### src/hdl/lpfp_pkg.sv
// types and constants of the length-prefixed frame parser
// no dependencies
`default_nettype none

package lpfp_pkg;

  localparam int unsigned LEN_BYTES = 8;              // bytes in one length field
  localparam int unsigned LEN_W     = 64;             // width of an assembled length
  localparam int unsigned CNT_W     = 3;              // length byte counter
  localparam int unsigned DATA_W    = 8;
  localparam int unsigned KIND_W    = 2;
  localparam logic [CNT_W-1:0] LEN_LAST = CNT_W'(LEN_BYTES - 1);

  typedef enum logic [1:0] {
    PH_NAME_LEN = 2'd0,
    PH_NAME     = 2'd1,
    PH_PAY_LEN  = 2'd2,
    PH_PAYLOAD  = 2'd3
  } phase_e;

  typedef enum logic [KIND_W-1:0] {
    KIND_LENGTH  = 2'd0,
    KIND_NAME    = 2'd1,
    KIND_PAYLOAD = 2'd2
  } kind_e;

endpackage

`default_nettype wire

### src/hdl/lpfp_if.sv
// byte and result channel interfaces of the frame parser
// depends on lpfp_pkg
`default_nettype none

interface lpfp_byte_if import lpfp_pkg::*; ();
  logic              valid;
  logic              ready;
  logic [DATA_W-1:0] byte_in;

  modport source (output valid, output byte_in, input ready);
  modport sink   (input valid, input byte_in, output ready);
endinterface

interface lpfp_res_if import lpfp_pkg::*; ();
  logic              valid;
  logic              ready;
  logic [KIND_W-1:0] kind;
  logic [DATA_W-1:0] data_out;
  logic              length_done;
  logic [LEN_W-1:0]  length_value;
  logic              name_last;
  logic              is_file;
  logic              frame_end;

  modport source (output valid, output kind, output data_out, output length_done,
                  output length_value, output name_last, output is_file,
                  output frame_end, input ready);
  modport sink   (input valid, input kind, input data_out, input length_done,
                  input length_value, input name_last, input is_file,
                  input frame_end, output ready);
endinterface

`default_nettype wire

### src/hdl/length_prefixed_frame_parser_core.sv
// byte-serial deframer for length-prefixed frames: one tagged result per byte
// depends on lpfp_pkg and the interfaces in lpfp_if.sv
//
//   channel    dir  modport  beat
//   byte_i     in   sink     one received byte (byte_in)
//   result_o   out  source   tag, byte, completed length, name/frame markers
//
// one byte per cycle while result_o.ready stays high; a result appears in the cycle after its byte is taken
// the parse state and the result register update in the same cycle, so the only
// work between registers is one 64-bit decrement/compare and one byte-lane merge
// rst_ni clears the parse state and empties the result register at once
// byte_i.ready drops only while a result is held and result_o.ready is low
`default_nettype none

module length_prefixed_frame_parser_core import lpfp_pkg::*; (
  input  wire           clk_i,
  input  wire           rst_ni,
  lpfp_byte_if.sink     byte_i,
  lpfp_res_if.source    result_o
);

  // parse state
  phase_e             phase_q, phase_d;
  logic [CNT_W-1:0]   cnt_q, cnt_d;
  logic [LEN_W-1:0]   accum_q, accum_d;
  logic [LEN_W-1:0]   rem_q, rem_d;
  logic               has_name_q, has_name_d;

  // result register
  logic               res_valid_q;
  kind_e              kind_q, kind_d;
  logic [DATA_W-1:0]  data_q;
  logic               ldone_q, ldone_d;
  logic [LEN_W-1:0]   lval_q, lval_d;
  logic               nlast_q, nlast_d;
  logic               isf_q, isf_d;
  logic               fend_q, fend_d;

  logic               in_fire;
  logic [LEN_W-1:0]   assembled;
  logic               len_last;
  logic               rem_last;
  logic               has_name_upd;
  logic               clear_name;

  // new byte goes in whenever the result slot is free or being emptied
  assign byte_i.ready = !res_valid_q || result_o.ready;
  assign in_fire      = byte_i.valid && byte_i.ready;

  // merge the incoming byte into its little-endian lane of the length
  always_comb begin
    for (int i = 0; i < LEN_W / DATA_W; i++) begin
      assembled[DATA_W*i +: DATA_W] = accum_q[DATA_W*i +: DATA_W] |
          ((cnt_q == CNT_W'(i)) ? byte_i.byte_in : '0);
    end
  end

  assign len_last = (cnt_q >= LEN_LAST);
  assign rem_last = (rem_q == LEN_W'(1));

  // next state and result fields
  always_comb begin
    phase_d      = phase_q;
    cnt_d        = cnt_q;
    accum_d      = accum_q;
    rem_d        = rem_q;
    has_name_upd = has_name_q;
    clear_name   = 1'b0;
    kind_d       = KIND_LENGTH;
    ldone_d      = 1'b0;
    lval_d       = '0;
    nlast_d      = 1'b0;
    fend_d       = 1'b0;

    unique case (phase_q)
      PH_NAME_LEN: begin
        kind_d = KIND_LENGTH;
        if (len_last) begin
          ldone_d = 1'b1;
          lval_d  = assembled;
          accum_d = '0;
          cnt_d   = '0;
          if (assembled == '0) begin
            // empty name: text message, go straight to payload length
            has_name_upd = 1'b0;
            phase_d      = PH_PAY_LEN;
          end else begin
            has_name_upd = 1'b1;
            rem_d        = assembled;
            phase_d      = PH_NAME;
          end
        end else begin
          accum_d = assembled;
          cnt_d   = cnt_q + CNT_W'(1);
        end
      end
      PH_NAME: begin
        kind_d = KIND_NAME;
        rem_d  = rem_q - LEN_W'(1);
        if (rem_last) begin
          nlast_d = 1'b1;
          phase_d = PH_PAY_LEN;
        end
      end
      PH_PAY_LEN: begin
        kind_d = KIND_LENGTH;
        if (len_last) begin
          ldone_d = 1'b1;
          lval_d  = assembled;
          accum_d = '0;
          cnt_d   = '0;
          if (assembled == '0) begin
            // empty payload ends the frame on its last length byte
            fend_d     = 1'b1;
            clear_name = 1'b1;
            phase_d    = PH_NAME_LEN;
          end else begin
            rem_d   = assembled;
            phase_d = PH_PAYLOAD;
          end
        end else begin
          accum_d = assembled;
          cnt_d   = cnt_q + CNT_W'(1);
        end
      end
      PH_PAYLOAD: begin
        kind_d = KIND_PAYLOAD;
        rem_d  = rem_q - LEN_W'(1);
        if (rem_last) begin
          fend_d     = 1'b1;
          clear_name = 1'b1;
          phase_d    = PH_NAME_LEN;
        end
      end
      default: begin
        phase_d = PH_NAME_LEN;
      end
    endcase

    // is_file shows the frame just finished, then the flag clears
    isf_d      = has_name_upd;
    has_name_d = clear_name ? 1'b0 : has_name_upd;
  end

  always_ff @(posedge clk_i or negedge rst_ni) begin
    if (!rst_ni) begin
      phase_q    <= PH_NAME_LEN;
      cnt_q      <= '0;
      accum_q    <= '0;
      rem_q      <= '0;
      has_name_q <= 1'b0;
    end else if (in_fire) begin
      phase_q    <= phase_d;
      cnt_q      <= cnt_d;
      accum_q    <= accum_d;
      rem_q      <= rem_d;
      has_name_q <= has_name_d;
    end
  end

  always_ff @(posedge clk_i or negedge rst_ni) begin
    if (!rst_ni) begin
      res_valid_q <= 1'b0;
    end else if (in_fire) begin
      res_valid_q <= 1'b1;
    end else if (result_o.ready) begin
      res_valid_q <= 1'b0;
    end
  end

  // result payload, loaded with each accepted byte
  always_ff @(posedge clk_i) begin
    if (in_fire) begin
      kind_q  <= kind_d;
      data_q  <= byte_i.byte_in;
      ldone_q <= ldone_d;
      lval_q  <= lval_d;
      nlast_q <= nlast_d;
      isf_q   <= isf_d;
      fend_q  <= fend_d;
    end
  end

  assign result_o.valid        = res_valid_q;
  assign result_o.kind         = kind_q;
  assign result_o.data_out     = data_q;
  assign result_o.length_done  = ldone_q;
  assign result_o.length_value = lval_q;
  assign result_o.name_last    = nlast_q;
  assign result_o.is_file      = isf_q;
  assign result_o.frame_end    = fend_q;

endmodule

`default_nettype wire

### src/flat_wrapper.sv
// flat-port wrapper written by rule: the top's interface ports become plain ports
module length_prefixed_frame_parser_core_flat import lpfp_pkg::*;
  (clk_i, rst_ni, byte_i_valid, byte_i_byte_in, byte_i_ready, result_o_valid, result_o_kind, result_o_data_out, result_o_length_done, result_o_length_value, result_o_name_last, result_o_is_file, result_o_frame_end, result_o_ready);
  lpfp_byte_if byte_i_i ();
  lpfp_res_if result_o_i ();
  input  wire clk_i;
  input  wire rst_ni;
  input wire logic [$bits(byte_i_i.valid)-1:0] byte_i_valid;
  input wire logic [$bits(byte_i_i.byte_in)-1:0] byte_i_byte_in;
  output wire logic [$bits(byte_i_i.ready)-1:0] byte_i_ready;
  output wire logic [$bits(result_o_i.valid)-1:0] result_o_valid;
  output wire logic [$bits(result_o_i.kind)-1:0] result_o_kind;
  output wire logic [$bits(result_o_i.data_out)-1:0] result_o_data_out;
  output wire logic [$bits(result_o_i.length_done)-1:0] result_o_length_done;
  output wire logic [$bits(result_o_i.length_value)-1:0] result_o_length_value;
  output wire logic [$bits(result_o_i.name_last)-1:0] result_o_name_last;
  output wire logic [$bits(result_o_i.is_file)-1:0] result_o_is_file;
  output wire logic [$bits(result_o_i.frame_end)-1:0] result_o_frame_end;
  input wire logic [$bits(result_o_i.ready)-1:0] result_o_ready;
  assign byte_i_i.valid = byte_i_valid;
  assign byte_i_i.byte_in = byte_i_byte_in;
  assign byte_i_ready = byte_i_i.ready;
  assign result_o_valid = result_o_i.valid;
  assign result_o_kind = result_o_i.kind;
  assign result_o_data_out = result_o_i.data_out;
  assign result_o_length_done = result_o_i.length_done;
  assign result_o_length_value = result_o_i.length_value;
  assign result_o_name_last = result_o_i.name_last;
  assign result_o_is_file = result_o_i.is_file;
  assign result_o_frame_end = result_o_i.frame_end;
  assign result_o_i.ready = result_o_ready;
  length_prefixed_frame_parser_core u_core (.clk_i(clk_i), .rst_ni(rst_ni), .byte_i(byte_i_i), .result_o(result_o_i));
endmodule
### config.mk
export PLATFORM = sky130hd
export DESIGN_NAME = length_prefixed_frame_parser_core_flat
export DESIGN_NICKNAME = d
export VERILOG_FILES = /design/src/hdl/lpfp_pkg.sv /design/src/hdl/lpfp_if.sv /design/src/hdl/length_prefixed_frame_parser_core.sv /design/src/flat_wrapper.sv
export SDC_FILE = /design/constraint.sdc
export NUM_CORES = 1
export LEC_CHECK = 0
export ABC_CLOCK_PERIOD_IN_PS = 8410
export BUFFER_PORTS_ARGS = -buffer_cell sky130_fd_sc_hd__buf_2
export CELL_PAD_IN_SITES_DETAIL_PLACEMENT = 1
export CELL_PAD_IN_SITES_GLOBAL_PLACEMENT = 1
export CORE_MARGIN = 2
export CORE_UTILIZATION = 50
export DETAILED_ROUTE_END_ITERATION = 12
export PLACE_DENSITY = 0.93
export SLEW_MARGIN = 20
export SYNTH_ARGS = -nofsm -noshare
export SYNTH_HDL_FRONTEND = slang
export SYNTH_SLANG_ARGS = --single-unit
### constraint.sdc
create_clock -name clk_i -period 8.41 [get_ports clk_i]
set_input_delay 1.682 -clock clk_i [delete_from_list [all_inputs] [get_ports clk_i]]
set_output_delay 1.682 -clock clk_i [all_outputs]
set_load 0.02 [all_outputs]
# --- Word level (Yosys, flattened, before mapping) ---
# Cells that the tools add are included.
totals:
  regBits: 213
  inputBits: 12
  out_inout_bits: 80
op_classes:
  addsub: 2
  n_bitwise: 8
  reduce_logical: 13
  n_eq_ne: 17
  order_cmp: 1
  n_mux: 32
op_table:
  columns: ["cell", "n"]
  rows:
  - ["64-bit 2-to-1 mux", 3]
  - ["64-bit one-hot mux with 2 select lines", 1]
  - ["64-bit by 1-bit equality test with 1-bit output, second input constant", 1]
  - ["64-bit zero test", 1]
  - ["8-bit 2-to-1 mux", 8]
  - ["8-bit OR", 8]
  - ["64-bit by 1-bit subtractor with 64-bit output, second input constant", 1]
  - ["3-bit equality test, second input constant", 4]
  - ["2-bit 2-to-1 mux", 6]
  - ["1-bit 2-to-1 mux", 10]
  - ["2-bit by 1-bit inequality test with 1-bit output, second input constant", 5]
  - ["2-bit one-hot mux with 4 select lines", 1]
  - ["3-bit by 2-bit equality test with 1-bit output, second input constant", 2]
  - ["2-bit one-hot mux with 3 select lines", 1]
  - ["5-bit AND reduction", 1]
  - ["2-bit equality test, second input constant", 2]
  - ["2-bit AND reduction", 2]
  - ["2-bit OR reduction", 2]
  - ["3-bit by 1-bit adder with 3-bit output, second input constant", 1]
  - ["3-bit by 1-bit equality test with 1-bit output, second input constant", 1]
  - ["3-bit >= comparator, second input constant", 1]
  - ["3-bit zero test", 1]
  - ["3-bit 2-to-1 mux", 1]
  - ["3-bit AND reduction", 1]
  - ["other kinds (8)", 8]

# --- Logic depth before layout (Yosys ltp) ---
depth:
  word_depth: 8
  depth_mapped: 12

# --- Worst setup path after synthesis ---
# No wires, ideal clock.
synth_path:
  kind: "in2reg"
  from: "input result_o_ready"
  to: "register u_core.phase_q[0]"
  stages: 7
  path_slack_ns: 3.346
  arrival_ns: 4.936
  path_buffers: 1
  cell_sequence: "nor2b_1 > inv_1 > nand2_1 > clkinv_1 > clkbuf_1 > a21oi_1 > or2_2"
synth_between:
  elab_chain_cells: 3
synth_rtl:
  columns: ["element", "line", "text"]
  rows:
  - ["from (decl)", "flat_wrapper.sv:19", "input wire logic [$bits(result_o_i.ready)-1:0] result_o_ready;"]
  - ["1-bit logical OR", "length_prefixed_frame_parser_core.sv:47", "assign byte_i.ready = !res_valid_q || result_o.ready;"]
  - ["via byte_i_ready", "flat_wrapper.sv:10", "output wire logic [$bits(byte_i_i.ready)-1:0] byte_i_ready;"]
  - ["1-bit logical AND", "length_prefixed_frame_parser_core.sv:48", "assign in_fire = byte_i.valid && byte_i.ready;"]
  - ["via u_core.in_fire", "length_prefixed_frame_parser_core.sv:39", "logic in_fire;"]
  - ["5-bit AND reduction (no source line)", null, null]
  - ["to (signal assigned)", "length_prefixed_frame_parser_core.sv:153", "phase_q <= phase_d;"]
  - ["to (decl)", "length_prefixed_frame_parser_core.sv:23", "phase_e phase_q, phase_d;"]
# The timed path passes the listed nets, and every way through them passes these cells.
# A chain may end at the register's enable or synchronous reset.

# --- Worst setup path after layout ---
layout_path:
  from: "input byte_i_byte_in[4]"
  to: "register u_core.rem_q[48]"
layout_between:
  elab_chain_cells: 5
layout_rtl:
  columns: ["element", "line", "text"]
  rows:
  - ["from (decl)", "flat_wrapper.sv:9", "input wire logic [$bits(byte_i_i.byte_in)-1:0] byte_i_byte_in;"]
  - ["8-bit 2-to-1 mux", "length_prefixed_frame_parser_core.sv:54", "((cnt_q == CNT_W'(i)) ? byte_i.byte_in : '0);"]
  - ["8-bit OR", "length_prefixed_frame_parser_core.sv:53", "assembled[DATA_W*i +: DATA_W] = accum_q[DATA_W*i +: DATA_W] |"]
  - ["64-bit zero test *", "length_prefixed_frame_parser_core.sv:83, length_prefixed_frame_parser_core.sv:112", null]
  - ["2-bit inequality test (no source line) *", null, null]
  - ["3-bit AND reduction (no source line) *", null, null]
  - ["to (signal assigned)", "length_prefixed_frame_parser_core.sv:156", "rem_q <= rem_d;"]
  - ["to (decl)", "length_prefixed_frame_parser_core.sv:26", "logic [LEN_W-1:0] rem_q, rem_d;"]
# Mark *: on every way between the ends. The rest lies on a longest branch, timed or not.

==> flow_metrics.py <==
metrics = {
    "run_status": {
        "status": "finished, final reports clean",
    },
    "critical_path": {
        "reg2reg_from": "u_core.cnt_q[2]$_DFFE_PN0P_",
        "endpoint_kind": "flop",
        "worstSetupPathType": "in2reg",
        "reg2reg_to": "u_core.rem_q[48]$_DFFE_PN0P_",
        "start_kind": "input pin",
        "r2r_setup_slack_ns": 4.38,
        "cp.arrival_ns": 4.66,
        "required_ns": 8.76,
        "critical_path.max_fanout": 31,
        "ff2ff_path_depth": 6,
    },
    "route": {
        "viasPerCell": 7.07,
        "first_pass_iters": 8,
        "wl_per_cell_um": 27.7,
        "wirelength_um": 39700,
        "drt_iter0_drc": 1364,
        "via_count": 10100,
        "drc": 0,
        "ant_nets": 0,
    },
    "sta": {
        "fin_crit_ns": 4.31,
        "fin_skew_ns": 0.0149,
        "slew_viol_final": 0,
        "slew_headroom_pct": 24.9,
        "finalHoldViolations": 0,
        "max_slew.worst_pin.slew_ns": 1.12,
        "rsz0062_at_grt": "false",
        "fmax_ghz": 0.232,
        "setup_viol_count_final": 0,
        "fin_crit_sh_pct": 51.2,
        "finalSetupTns_ns": 0,
        "hold_ws_ns": 0.514,
    },
    "logic_synthesis": {
        "synth_area_per_cell_um2": 9.71,
        "yosys_warnings": 0,
        "synth_area_leaders": "dfrtp_1 (32%), edfxtp_1 (22%), nor2_1 (6.2%), a21oi_1 (5.1%), nand2_1 (2.5%)",
        "synth.most_common_cell": "nor2_1",
        "synthesis.nets": 1115,
        "syn_area_um2": 10600,
        "synth_ff_type": "dfrtp_1",
        "synthCells": 1095,
        "async_flop_share_pct": 63.4,
        "ys_types": 65,
        "yosysTopAreaCell": "dfrtp_1",
        "yosys_register_bits": 213,
        "synth_commonest_cells": "nor2_1 (176), dfrtp_1 (135), a21oi_1 (109), edfxtp_1 (78), nand2_1 (72)",
        "synth_top_area_share_pct": 31.8,
        "synth_edf_count": 78,
        "ys_seq_area_share_pct": 53.8,
    },
    "pwr": {
        "powerDensity_nw_per_um2": 203,
        "total_leakage_power_nw": 5.01,
        "peakVddDrop_v": 0.000133,
    },
    "cts": {
        "numCtsBuffers": 23,
        "clkTransAtPathRegs_ns": 0.06,
        "cts_tree": "built",
        "cts_sinks": 213,
        "clockBufferDepth": 3,
        "cts_setup_buffers": 0,
        "post_cts_resize_count": 0,
        "holdBufCountCts": 0,
        "cts-htree-levels": 1,
        "cts_root_buffer": "clkbuf_16",
        "clock_latency_ns": 0.55,
    },
    "floorplan": {
        "io_pins": 92,
        "die_area_um2": 22500,
        "num_rows": 53,
        "die_w_um": 150,
        "die_h_um": 150,
        "initial_core_util_pct": 50.8,
        "design.core.area_um2": 21000,
    },
    "job": {
        "drv_cap": 0,
    },
    "layout": {
        "final_nets": 1163,
        "diodes": 0,
        "drive_gt1_share_pct": 15.8,
        "syn_to_final_growth_pct": 13.6,
    },
    "hold_path": {
        "min_to": "u_core.accum_q[7]$_DFFE_PN0P_",
        "min_path_cells": 2,
        "hold_path_startpoint": "u_core.accum_q[7]$_DFFE_PN0P_",
        "hold_class": "reg2reg",
    },
    "global_route": {
        "grt_max_degree": 72,
        "grt_pass1_vias": 10500,
        "grt_overflow": 0,
        "grt_usage_pct": 36.3,
        "antenna_found_initial": 0,
        "grt_pass1_wl_um": 62300,
    },
    "placed_design": {
        "gp_congestion": 0.906,
        "io_buffers": 91,
        "hpwl_um": 24600,
    },
}
[registers in the layout, indices dropped and copies added (netlist names)]
| signal | flops |
|---|---|
| u_core.cnt_q | 3 |
| u_core.result_o.length_done | 1 |
| u_core.result_o.valid | 1 |
| u_core.phase_q | 2 |
| u_core.rem_q | 64 |
| u_core.result_o.kind | 2 |
| u_core.has_name_q | 1 |
| u_core.result_o.length_value | 64 |
| u_core.result_o.data_out | 8 |
| u_core.result_o.frame_end | 1 |
| u_core.accum_q | 64 |
| u_core.result_o.is_file | 1 |
| u_core.result_o.name_last | 1 |
[per-layer routing]
metal	up-vias	track usage, %	wire [um]
li1	4144	-	-
met1	5051	45.7	14500
met2	737	57.2	18400
met3	208	7.23	3970
met4	0	23.3	2910
met5	-	0	0
[stage by stage]
stage	instance area (um^2)	total power [mW]	util, %	instances	worst slack (ns)
2_1_floorplan	10600	1.26	-	1095	3.35
3_3_place_gp	11200	1.32	53.7	1393	3.99
3_5_place_dp	11200	1.33	53.7	1393	3.92
4_1_cts	12100	2.45	57.7	1435	4.41
5_1_grt	12100	2.51	57.7	1435	4.05
6_report	12100	2.45	57.7	1435	4.10
[kinds of logic (layout without fill, tap and decap cells)]
group	count (synthesis)	count (layout)	synth area share (%)
multiplexers	31	31	3.05
adder cells (fa/ha/maj)	8	8	0.941
AND/OR/NAND/NOR	411	411	18.7
buffers and inverters	135	200	4.99
flip-flops	213	213	53.8
AO/OA/AOI/OAI	297	297	18.5
[worst max-delay path by stage]
stage	from	endpoint	slack [ns]	cells past startpoint
2_1_floorplan	result_o_ready	u_core.phase_q[0]$_DFFE_PN0P_	3.35	7
4_1_cts	byte_i_byte_in[4]	u_core.rem_q[48]$_DFFE_PN0P_	4.41	9
3_3_place_gp	byte_i_byte_in[3]	u_core.rem_q[35]$_DFFE_PN0P_	3.99	9
5_1_grt	byte_i_byte_in[3]	u_core.rem_q[48]$_DFFE_PN0P_	4.05	9
6_report	byte_i_byte_in[4]	u_core.rem_q[48]$_DFFE_PN0P_	4.10	9
3_5_place_dp	byte_i_byte_in[3]	u_core.rem_q[48]$_DFFE_PN0P_	3.92	9
[final cells by class]
| class | instances | area [um^2] |
|---|---|---|
| Clock buffer | 28 | 614 |
| Clock inverter | 14 | 220 |
| Inverter | 49 | 186 |
| Timing Repair Buffer | 109 | 597 |
| Fill cell | 2353 | 8870 |
| Sequential cell | 213 | 5720 |
| Tap cell | 275 | 344 |
| Multi-Input combinational cell | 747 | 4400 |
[report_power, final]
part / internal [mW] / switching [mW] / total [mW]
clock: 0.680 / 0.460 / 1.14
combinational: 0.0516 / 0.137 / 0.188
sequential: 1.10 / 0.0224 / 1.13
total: 1.84 / 0.619 / 2.45
[critical path: stages]
cell,delay (ns)
buf_2,0.26
or3_1,0.47
a221oi_1,0.29
nand4_1,0.20
nor4_2,0.31
buf_4,0.26
a21oi_2,0.10
buf_4,0.28
a221oi_1,0.77
[placed cells by master, fill, tap and decap left out, drive strengths merged, types with 5 or more instances in the layout]
cell,Yosys,layout
mux2i,20,20
a31oi,23,23
a211oi,5,5
a21o,9,9
nor2b,5,5
or4,14,14
nor3,27,27
nor2,176,176
ha,8,8
a221oi,21,21
o21ai,37,37
and4,5,5
and2,8,8
inv,48,50
buf,20,109
a31o,7,7
bufinv,0,5
nand4,21,21
or3,11,11
a211o,8,8
a41oi,5,5
dfrtp,135,135
a311oi,5,5
a222oi,9,9
nand2,72,72
clkbuf,66,28
a21oi,109,109
o22ai,8,8
clkinv,1,7
mux2,11,11
a221o,10,10
edfxtp,78,78
o31ai,14,14
nand3,28,28
nor4,35,35
Note: power is estimated with default switching activity, not from simulation.
